[config.mk]
export PLATFORM = sky130hd
export DESIGN_NAME = sorted_array_priority_queue_flat
export DESIGN_NICKNAME = d
export VERILOG_FILES = /design/src/sapq_pkg.sv /design/src/sapq_req_if.sv /design/src/sapq_rsp_if.sv /design/src/sorted_array_priority_queue.sv /design/src/sapq_cell.sv /design/src/flat_wrapper.sv
export SDC_FILE = /design/constraint.sdc
export NUM_CORES = 2
export LEC_CHECK = 0
export BUFFER_PORTS_ARGS = -buffer_cell sky130_fd_sc_hd__clkbuf_2
export CORE_MARGIN = 2
export CORE_UTILIZATION = 46
export CTS_BUF_LIST = sky130_fd_sc_hd__clkbuf_2 sky130_fd_sc_hd__clkbuf_4 sky130_fd_sc_hd__clkbuf_8
export CTS_CLUSTER_DIAMETER = 200
export DETAILED_ROUTE_END_ITERATION = 12
export PLACE_DENSITY = 0.76
export SYNTH_ARGS = -nofsm -noshare
export SYNTH_HDL_FRONTEND = slang
export SYNTH_SLANG_ARGS = --single-unit
[constraint.sdc]
create_clock -name clk -period 6.3 [get_ports clk]
set_input_delay 1.26 -clock clk [delete_from_list [all_inputs] [get_ports clk]]
set_output_delay 1.26 -clock clk [all_outputs]
set_load 0.01 [all_outputs]
[src/sapq_pkg.sv]
package sapq_pkg;

  localparam int DEPTH_DEF      = 16;
  localparam int DATA_WIDTH_DEF = 32;

  typedef enum logic [1:0] {
    ST_DONE  = 2'd0,
    ST_FULL  = 2'd1,
    ST_EMPTY = 2'd2
  } status_t;

  typedef enum logic {
    OP_ENQ = 1'b0,
    OP_DEQ = 1'b1
  } op_t;

  typedef struct packed {
    logic enq;
    logic deq;
  } ctl_t;

endpackage

[src/sapq_req_if.sv]
interface sapq_req_if
  import sapq_pkg::*;
#(
  parameter int DATA_WIDTH = DATA_WIDTH_DEF
);
  logic                         valid;
  logic                         ready;
  op_t                          op;
  logic signed [DATA_WIDTH-1:0] value_in;

  modport source (output valid, output op, output value_in, input ready);
  modport sink   (input valid, input op, input value_in, output ready);
endinterface

[src/sapq_rsp_if.sv]
interface sapq_rsp_if
  import sapq_pkg::*;
#(
  parameter int DATA_WIDTH = DATA_WIDTH_DEF,
  parameter int CNT_W      = $clog2(DEPTH_DEF + 1)
);
  logic                         valid;
  logic                         ready;
  status_t                      status;
  logic signed [DATA_WIDTH-1:0] value_out;
  logic        [CNT_W-1:0]      live_count;

  modport source (output valid, output status, output value_out, output live_count,
                  input ready);
  modport sink   (input valid, input status, input value_out, input live_count,
                  output ready);
endinterface

[src/sorted_array_priority_queue.sv]
// Sorted priority queue built from a row of compare-and-shift cells.
// The response is registered: it turns valid in the cycle after the request is accepted.
// Throughput: one request per cycle while the response side is ready; every cell compares and shifts in parallel.
// Reset (rst, synchronous): queue empty, both indices zero, no response pending.
// Entry contents are not cleared by reset.
module sorted_array_priority_queue
  import sapq_pkg::*;
#(
  parameter int DEPTH      = DEPTH_DEF,
  parameter int DATA_WIDTH = DATA_WIDTH_DEF,
  parameter int CNT_W      = $clog2(DEPTH + 1)
) (
  input logic        clk,
  input logic        rst,
  sapq_req_if.sink   req,
  sapq_rsp_if.source rsp
);

  localparam logic [CNT_W-1:0] FULL_IDX = CNT_W'(DEPTH);
  localparam logic [CNT_W-1:0] ONE      = CNT_W'(1);

  logic [CNT_W-1:0] end_idx;
  logic [CNT_W-1:0] end_idx_next;
  logic [CNT_W-1:0] count;
  logic [CNT_W-1:0] count_next;

  logic                         rsp_valid;
  status_t                      rsp_status;
  status_t                      status_next;
  logic signed [DATA_WIDTH-1:0] rsp_value;
  logic signed [DATA_WIDTH-1:0] value_next;
  logic        [CNT_W-1:0]      rsp_count;

  logic accept;
  logic full;
  logic empty;
  ctl_t ctl;

  logic signed [DATA_WIDTH-1:0] cell_data [DEPTH];
  logic                         cell_gt   [DEPTH];

  assign req.ready = !rsp_valid || rsp.ready;
  assign accept    = req.valid && req.ready;
  assign full      = end_idx == FULL_IDX;
  assign empty     = count == '0;
  assign ctl.enq   = accept && (req.op == OP_ENQ) && !full;
  assign ctl.deq   = accept && (req.op == OP_DEQ) && !empty;

  genvar g;
  generate
    for (g = 0; g < DEPTH; g++) begin : g_cell
      logic signed [DATA_WIDTH-1:0] left_data;
      logic                         left_gt;
      logic signed [DATA_WIDTH-1:0] right_data;

      if (g == 0) begin : g_first
        assign left_data = cell_data[g];
        assign left_gt   = 1'b0;
      end else begin : g_mid
        assign left_data = cell_data[g-1];
        assign left_gt   = cell_gt[g-1];
      end

      if (g == DEPTH - 1) begin : g_last
        assign right_data = cell_data[g];
      end else begin : g_inner
        assign right_data = cell_data[g+1];
      end

      sapq_cell #(
        .DATA_WIDTH (DATA_WIDTH),
        .CNT_W      (CNT_W),
        .IDX        (g)
      ) u_cell (
        .clk        (clk),
        .ctl        (ctl),
        .count      (count),
        .value_new  (req.value_in),
        .left_data  (left_data),
        .left_gt    (left_gt),
        .right_data (right_data),
        .data       (cell_data[g]),
        .gt         (cell_gt[g])
      );
    end
  endgenerate

  always_comb begin
    end_idx_next = end_idx;
    count_next   = count;
    status_next  = ST_DONE;
    value_next   = '0;
    unique case (req.op)
      OP_ENQ: begin
        if (full) begin
          status_next = ST_FULL;
        end else begin
          end_idx_next = end_idx + ONE;
          count_next   = count + ONE;
        end
      end
      OP_DEQ: begin
        if (empty) begin
          status_next  = ST_EMPTY;
          end_idx_next = '0;
        end else begin
          value_next = cell_data[0];
          count_next = count - ONE;
          if (count == ONE) begin
            end_idx_next = '0;
          end
        end
      end
      default: begin
      end
    endcase
  end

  always_ff @(posedge clk) begin
    if (rst) begin
      end_idx   <= '0;
      count     <= '0;
      rsp_valid <= 1'b0;
    end else begin
      if (accept) begin
        end_idx   <= end_idx_next;
        count     <= count_next;
        rsp_valid <= 1'b1;
      end else if (rsp.ready) begin
        rsp_valid <= 1'b0;
      end
    end
  end

  always_ff @(posedge clk) begin
    if (accept) begin
      rsp_status <= status_next;
      rsp_value  <= value_next;
      rsp_count  <= count_next;
    end
  end

  assign rsp.valid      = rsp_valid;
  assign rsp.status     = rsp_status;
  assign rsp.value_out  = rsp_value;
  assign rsp.live_count = rsp_count;

endmodule

[src/sapq_cell.sv]
module sapq_cell
  import sapq_pkg::*;
#(
  parameter int DATA_WIDTH = DATA_WIDTH_DEF,
  parameter int CNT_W      = $clog2(DEPTH_DEF + 1),
  parameter int IDX        = 0
) (
  input  logic                         clk,
  input  ctl_t                         ctl,
  input  logic        [CNT_W-1:0]      count,
  input  logic signed [DATA_WIDTH-1:0] value_new,
  input  logic signed [DATA_WIDTH-1:0] left_data,
  input  logic                         left_gt,
  input  logic signed [DATA_WIDTH-1:0] right_data,
  output logic signed [DATA_WIDTH-1:0] data,
  output logic                         gt
);

  localparam logic [CNT_W-1:0] POS = CNT_W'(IDX);

  logic live;
  logic at_end;

  assign live   = POS < count;
  assign at_end = POS == count;
  assign gt     = live && (data > value_new);

  always_ff @(posedge clk) begin
    if (ctl.enq) begin
      if (left_gt) begin
        data <= left_data;
      end else if (gt || at_end) begin
        data <= value_new;
      end
    end else if (ctl.deq) begin
      data <= right_data;
    end
  end

endmodule

[src/flat_wrapper.sv]
// flat-port wrapper written by rule: the top's interface ports become plain ports
module sorted_array_priority_queue_flat import sapq_pkg::*;
#(
  parameter int DEPTH      = DEPTH_DEF,
  parameter int DATA_WIDTH = DATA_WIDTH_DEF,
  parameter int CNT_W      = $clog2(DEPTH + 1)
)
  (clk, rst, req_valid, req_op, req_value_in, req_ready, rsp_valid, rsp_status, rsp_value_out, rsp_live_count, rsp_ready);
  sapq_req_if #(.DATA_WIDTH(DATA_WIDTH)) req_i ();
  sapq_rsp_if #(.DATA_WIDTH(DATA_WIDTH), .CNT_W(CNT_W)) rsp_i ();
  input logic clk;
  input logic rst;
  input wire logic [$bits(req_i.valid)-1:0] req_valid;
  input wire logic [$bits(req_i.op)-1:0] req_op;
  input wire logic [$bits(req_i.value_in)-1:0] req_value_in;
  output wire logic [$bits(req_i.ready)-1:0] req_ready;
  output wire logic [$bits(rsp_i.valid)-1:0] rsp_valid;
  output wire logic [$bits(rsp_i.status)-1:0] rsp_status;
  output wire logic [$bits(rsp_i.value_out)-1:0] rsp_value_out;
  output wire logic [$bits(rsp_i.live_count)-1:0] rsp_live_count;
  input wire logic [$bits(rsp_i.ready)-1:0] rsp_ready;
  assign req_i.valid = req_valid;
  assign req_i.op = req_op;
  assign req_i.value_in = req_value_in;
  assign req_ready = req_i.ready;
  assign rsp_valid = rsp_i.valid;
  assign rsp_status = rsp_i.status;
  assign rsp_value_out = rsp_i.value_out;
  assign rsp_live_count = rsp_i.live_count;
  assign rsp_i.ready = rsp_ready;
  sorted_array_priority_queue #(.DEPTH(DEPTH), .DATA_WIDTH(DATA_WIDTH), .CNT_W(CNT_W)) u_core (.clk(clk), .rst(rst), .req(req_i), .rsp(rsp_i));
endmodule
Word level (Yosys, flattened, before mapping)
Index checks and enable logic that the tools add are counted.
{"block": "word_totals", "regBits": 562, "inputBits": 37}
{"block": "classes", "n_addsub": 3, "n_lt_le_gt_ge": 32, "n_eq_ne": 34, "mux": 73, "bitwise_logic": 1, "n_reduce_logical": 63}
{"op": "32-bit 2-to-1 mux", "count": 61}
{"op": "32-bit greater-than comparator", "count": 16}
{"op": "3-bit inequality test, second input constant", "count": 14}
{"op": "4-bit by 5-bit equality test with 1-bit output, first input constant", "count": 8}
{"op": "4-bit by 5-bit less-than comparator with 1-bit output, first input constant", "count": 8}
{"op": "2-bit AND reduction", "count": 16}
{"op": "5-bit 2-to-1 mux", "count": 5}
{"op": "1-bit logical AND", "count": 21}
{"op": "3-bit by 5-bit equality test with 1-bit output, first input constant", "count": 4}
{"op": "3-bit by 5-bit less-than comparator with 1-bit output, first input constant", "count": 4}
{"op": "5-bit case mux with 2 select lines", "count": 2}
{"op": "1-bit logical OR", "count": 17}
{"op": "5-bit by 1-bit adder with 5-bit output, second input constant", "count": 2}
{"op": "2-bit by 5-bit equality test with 1-bit output, first input constant", "count": 2}
{"op": "1-bit by 5-bit less-than comparator with 1-bit output, first input constant", "count": 2}
{"op": "2-bit by 5-bit less-than comparator with 1-bit output, first input constant", "count": 2}
{"op": "2-bit nonzero test", "count": 3}
{"op": "1-bit by 5-bit equality test with 1-bit output, first input constant", "count": 1}
{"op": "5-bit by 1-bit equality test with 1-bit output, second input constant", "count": 1}
{"op": "5-bit equality test, second input constant", "count": 1}
{"op": "5-bit logical NOT", "count": 1}
{"op": "5-bit by 1-bit subtractor with 5-bit output, second input constant", "count": 1}
{"op": "2-bit inequality test, second input constant", "count": 2}
{"op": "2-bit case mux with 2 select lines", "count": 1}
{"op": "7 further kinds", "count": 11}

Longest topological paths before layout
{"block": "depth", "depth_word": 7, "depth_mapped": 13, "mapped_depth_nobuf": 10}

Cells and area by module
Synthesis repeated with hierarchy kept, for this count alone.
{"block": "hier_totals", "cells_unflattened": 4408, "area_unflattened_um2": 42062.8}
{"mod": "sapq_cell at u_core.g_cell[0].u_cell", "instances": 1, "cells_per_inst": 264, "area_per_inst_um2": 2528.7, "seq_area_each_um2": 960.9}
{"mod": "sapq_cell at u_core.g_cell[10].u_cell", "instances": 1, "cells_per_inst": 270, "area_per_inst_um2": 2519.9, "seq_area_each_um2": 960.9}
{"mod": "sapq_cell at u_core.g_cell[6].u_cell", "instances": 1, "cells_per_inst": 261, "area_per_inst_um2": 2506.2, "seq_area_each_um2": 960.9}
{"mod": "sapq_cell at u_core.g_cell[13].u_cell", "instances": 1, "cells_per_inst": 261, "area_per_inst_um2": 2501.1, "seq_area_each_um2": 960.9}
{"mod": "sapq_cell at u_core.g_cell[4].u_cell", "instances": 1, "cells_per_inst": 264, "area_per_inst_um2": 2496.1, "seq_area_each_um2": 960.9}
{"mod": "sapq_cell at u_core.g_cell[12].u_cell", "instances": 1, "cells_per_inst": 264, "area_per_inst_um2": 2492.4, "seq_area_each_um2": 960.9}
{"mod": "sapq_cell at u_core.g_cell[15].u_cell", "instances": 1, "cells_per_inst": 268, "area_per_inst_um2": 2488.6, "seq_area_each_um2": 960.9}
{"mod": "sapq_cell at u_core.g_cell[7].u_cell", "instances": 1, "cells_per_inst": 266, "area_per_inst_um2": 2488.6, "seq_area_each_um2": 960.9}
{"mod": "sapq_cell at u_core.g_cell[11].u_cell", "instances": 1, "cells_per_inst": 267, "area_per_inst_um2": 2486.1, "seq_area_each_um2": 960.9}
{"mod": "sapq_cell at u_core.g_cell[5].u_cell", "instances": 1, "cells_per_inst": 261, "area_per_inst_um2": 2486.1, "seq_area_each_um2": 960.9}
{"mod": "sapq_cell at u_core.g_cell[8].u_cell", "instances": 1, "cells_per_inst": 264, "area_per_inst_um2": 2479.9, "seq_area_each_um2": 960.9}
{"mod": "sapq_cell at u_core.g_cell[9].u_cell", "instances": 1, "cells_per_inst": 264, "area_per_inst_um2": 2471.1, "seq_area_each_um2": 960.9}
{"mod": "sapq_cell at u_core.g_cell[2].u_cell", "instances": 1, "cells_per_inst": 261, "area_per_inst_um2": 2463.6, "seq_area_each_um2": 960.9}
{"mod": "sapq_cell at u_core.g_cell[14].u_cell", "instances": 1, "cells_per_inst": 261, "area_per_inst_um2": 2459.9, "seq_area_each_um2": 960.9}
{"mod": "3 more rows"}

Least setup slack after synthesis
No wires, ideal clock.
{"block": "synth_timing", "path_type": "input port to flip-flop", "start": "in req_value_in[30]", "end": "reg u_core.g_cell[14].u_cell.data[0] (enable)", "setup_time_ns": 0.466, "arrival_ns": 6.217, "path_slack_ns": -0.382, "stages": 12, "path_buffers": 2, "path_cell_list": "clkbuf_1 -> inv_1 -> ha_1 -> a21oi_1 -> nand2_1 -> a221o_1 -> a211o_1 -> or4_1 -> a21o_1 -> buf_6 -> and3b_1 -> o21ai_0"}
{"block": "synth_via", "elab_chain_len": 5}
{"item": "start, declared", "line_no": "flat_wrapper.sv:15", "text": "input wire logic [$bits(req_i.value_in)-1:0] req_value_in;"}
{"item": "32-bit greater-than comparator", "line_no": "sapq_cell.sv:26", "text": "assign gt = live && (data > value_new);"}
{"item": "1-bit logical AND", "line_no": "sapq_cell.sv:26"}
{"item": "1-bit logical OR", "line_no": "sapq_cell.sv:32", "text": "end else if (gt || at_end) begin"}
{"item": "3-bit inequality test (no source line) (*)"}
{"item": "2-bit AND reduction (no source line) (*)"}
{"item": "end signal, assigned", "line_no": "sapq_cell.sv:31", "text": "data <= left_data;"}
{"item": "end signal, assigned", "line_no": "sapq_cell.sv:33", "text": "data <= value_new;"}
{"item": "end signal, assigned", "line_no": "sapq_cell.sv:36", "text": "data <= right_data;"}
{"item": "end, declared", "line_no": "sapq_cell.sv:15", "text": "output logic signed [DATA_WIDTH-1:0] data,"}
Mark *: on every way between the ends. The rest lies on a longest branch, timed or not.
A chain may end at the register's enable or synchronous reset.

Final worst setup path
{"block": "layout_timing", "start": "in req_value_in[23]", "end": "reg u_core.g_cell[3].u_cell.data[6], data pin"}
{"block": "layout_via", "elab_chain_len": 4}
{"item": "32-bit greater-than comparator", "line_no": "sapq_cell.sv:26"}
{"item": "1-bit logical AND", "line_no": "sapq_cell.sv:26"}
{"item": "32-bit 2-to-1 mux", "line_no": "sapq_cell.sv:30", "text": "if (left_gt) begin"}
{"item": "32-bit 2-to-1 mux", "line_no": "sapq_cell.sv:29", "text": "if (ctl.enq) begin"}
{"item": "end signal, assigned", "line_no": "sapq_cell.sv:31"}
{"item": "end signal, assigned", "line_no": "sapq_cell.sv:33"}
{"item": "end signal, assigned", "line_no": "sapq_cell.sv:36"}
{"item": "end, declared", "line_no": "sapq_cell.sv:15"}
No other way between the ends.

==> flow_metrics.tcl <==
set metrics [dict create \
    yosys.area_share.xor_xnor_pct 0.156 \
    synth-edff-count 551 \
    num_rows 107 \
    grt_pass1_wl_um 171000 \
    drive_above_1_share_pct 10.2 \
    synth-simple-area-share_pct 11.4 \
    final_antenna_net_count 0 \
    wl_um 111000 \
    yosysWarnings 0 \
    cts_buffer_depth 3 \
    met2_length_um 52400 \
    pre_cts_ws_ns 0.483 \
    p_leak_nw 17.2 \
    wire_per_inst_um 21.9 \
    cts_root_buffer "clkbuf_8" \
    fillers 7545 \
    die_h_um 296 \
    firstDrtPassIters 5 \
    syn2layout_area_growth_pct 9.74 \
    relSlewSlack_pct 22.2 \
    wl_met1_um 46800 \
    crit_chain "clkbuf_2 > inv_1 > buf_4 > ha_1 > a21oi_1 > o21ai_0 > a221oi_1 > o211ai_1 > or4b_2 > nand2_2 > buf_4 > mux2i_1 > o21ai_0" \
    path_max_fanout 23 \
    ctsResizeCount 0 \
    synth_compound_area_share_pct 13.7 \
    syn_area_per_cell_um2 10.4 \
    crit_path_top_delay_cell "a221oi_1" \
    clock_skew_ns 0.0335 \
    critPathKind "input port to register" \
    synth.mux.area_fraction_pct 12.4 \
    max_freq_mhz 190 \
    setup_viol 0 \
    power_w 0.0107 \
    netlist_top_cells_area "edfxtp_1, ha_1, mux2i_1" \
    async_flop_share_pct 0 \
    die_w_um 296 \
    status "completed" \
    gp_congestion 0.923 \
    layout_commonest_cell "nand2_1" \
    antenna_found_initial 9 \
    vias 31100 \
    hp-class "register to register" \
    synth_top_area_share_pct 42.2 \
    synth_top_family_by_area "adder cells" \
    max_cap_violations 0 \
    highest_layer "met5" \
    port_buffers 77 \
    crit_path_max_incr_delay_ns 0.71 \
    clkSinkCount 562 \
    maxSlewViolCount 0 \
    fin_crit_ns 5.27 \
    final-hold-violation-count 0 \
    drc 0 \
    fin_nets 4398 \
    cts_made_buffers 101 \
    pwr-share-comb_pct 22.8 \
    post_drt_via_cell_ratio 6.15 \
    p_int_w 0.00727 \
    fin_util_pct 50.7 \
    synth-seq-area-share_pct 42.7 \
    power_switching_w 0.00348 \
    end_kind "register" \
    synth_cells 3775 \
    io_pins 78 \
    grt_pass1_vias 30600 \
    crit_family "buffers and inverters" \
    wl_met3_um 8650 \
    timing.final.ws_setup_ns 1.03 \
    cts_tree "done" \
    r2r_start "u_core.count[1]" \
    hold_start "u_core.end_idx[0]" \
    start_util_pct 46.2 \
    h-tree-depth 3 \
    ctsHoldBuffers 0 \
    critical_path_required_ns 6.73 \
    cts_setup_buffers 0 \
    clk_pin_slew_ns 0.06 \
    grt_remaining_overflow 0 \
    p_sw_share_pct 32.4 \
    synth_top_area_cell "edfxtp_1" \
    p_clk_share_pct 31.7 \
    worstSkewPairLatency_ns 0.73 \
    synth_seq_cells 562 \
    dp_hpwl_um 82500 \
    powerDensity_nw_per_um2 250 \
    syn_area_um2 39200 \
    cp_num_buf_inv 4 \
    pwr-share-seq_pct 45.5 \
    track_usage_pct 24.8 \
    grt_start_max_net_pins 197 \
    worstMarginPinSlew_ns 1.16 \
    ir_drop_mv 0.158 \
    cp_data_arrival_time_ns 5.70 \
    finalCritPeriodShare_pct 83.7 \
    synthDistinctLibCells 70 \
    die-area_um2 87600 \
    rsz0062_at_grt "false" \
    drt_iter0_drc 3119 \
    synthAdderAreaFrac_pct 16.6 \
    core_area_um2 84900 \
    crit_start "req_value_in[23]" \
    final_cell_mix "nand2_1, edfxtp_1, o21ai_0" \
    syn-num-nets 4331 \
    cp-start-kind "input port" \
    synth_top_flop_cell "edfxtp_1" \
    setup_tns_ns 0 \
]
==> state kept, by name (all words and copies together) (netlist names) <==
signal / cells
u_core.count: 5
u_core.end_idx: 5
u_core.g_cell.u_cell.data: 512
u_core.rsp.live_count: 5
u_core.rsp.status: 2
u_core.rsp.valid: 1
u_core.rsp.value_out: 32
==> synth_stat cells (5+ instances only) <==
| cell | count |
|---|---|
| ha_1 | 519 |
| nor2_1 | 55 |
| a21oi_1 | 237 |
| inv_1 | 58 |
| buf_4 | 16 |
| o21ai_1 | 16 |
| and4_1 | 16 |
| nor2b_1 | 19 |
| nand4_1 | 107 |
| nand2_1 | 599 |
| mux2_4 | 27 |
| buf_2 | 35 |
| or4_1 | 9 |
| edfxtp_1 | 551 |
| nand2b_1 | 11 |
| and3_1 | 34 |
| mux2_2 | 7 |
| a211oi_1 | 14 |
| nor3_1 | 19 |
| a31oi_1 | 10 |
| dfxtp_1 | 11 |
| or3_1 | 6 |
| a221oi_1 | 9 |
| mux2i_1 | 439 |
| clkbuf_1 | 151 |
| o211ai_1 | 29 |
| o21ai_0 | 536 |
| nand3_1 | 68 |
| nor4_1 | 19 |
| o221ai_1 | 10 |
| a211o_1 | 11 |
| a221o_1 | 15 |
| a21boi_0 | 5 |
| a21o_1 | 29 |
==> layout make-up <==
class / count / area (um2) / share of cell area (%)
antenna: 2 / 5.00 / 0.0116
timing repair buffer: 176 / 1240 / 2.88
tap: 1144 / 1430 / 3.33
inverter: 59 / 221 / 0.514
sequential: 562 / 16800 / 38.9
multi-input combinational: 2942 / 21500 / 49.9
clock buffer: 140 / 1720 / 4.00
clock inverter: 38 / 170 / 0.395
==> per-layer routing <==
layer / vias up / global-route usage [%]
met2: 1303 / 40.9
met1: 15000 / 32.8
met3: 259 / 4.70
met5: - / 0
li1: 14500 / -
met4: 12 / 8.24
==> power groups by stage <==
stage	combinational (W)	sequential (W)	clock (W)
floorplan	0.00170	0.00485	0
CTS	0.00242	0.00488	0.00343
detailed placement	0.00240	0.00496	0
global route	0.00271	0.00492	0.00357
finish	0.00245	0.00489	0.00340
global placement	0.00230	0.00496	0
==> cells by family (layout without fill, tap and decap cells) <==
| family | count (synthesis) | in the layout |
|---|---|---|
| compound gates | 961 | 961 |
| other cells | 0 | 2 |
| xor+xnor | 7 | 7 |
| buf+inv | 271 | 413 |
| flops | 562 | 562 |
| fa+ha+maj | 519 | 519 |
| mux | 473 | 473 |
| simple gates | 982 | 982 |
==> through the flow <==
step | hold WS [ns] | cell area [um2] | cells
2_1_floorplan | 0.487 | 39200 | 3775
3_3_place_gp | 0.511 | 41200 | 4883
3_5_place_dp | 0.513 | 41200 | 4883
4_1_cts | 0.523 | 43000 | 5061
5_1_grt | 0.549 | 43000 | 5062
6_report | 0.527 | 43000 | 5063
==> path summary, 6_finish.rpt <==
path,cells past startpoint,slack (ns),endpoint
setup / recovery,13,1.03,u_core.g_cell[3].u_cell.data[6]
hold / removal,1,0.53,u_core.end_idx[0]
setup reg to reg,10,1.99,u_core.g_cell[6].u_cell.data[8]
hold reg to reg,1,0.53,u_core.end_idx[0]
No activity file was read; power rests on OpenSTA's default activity.
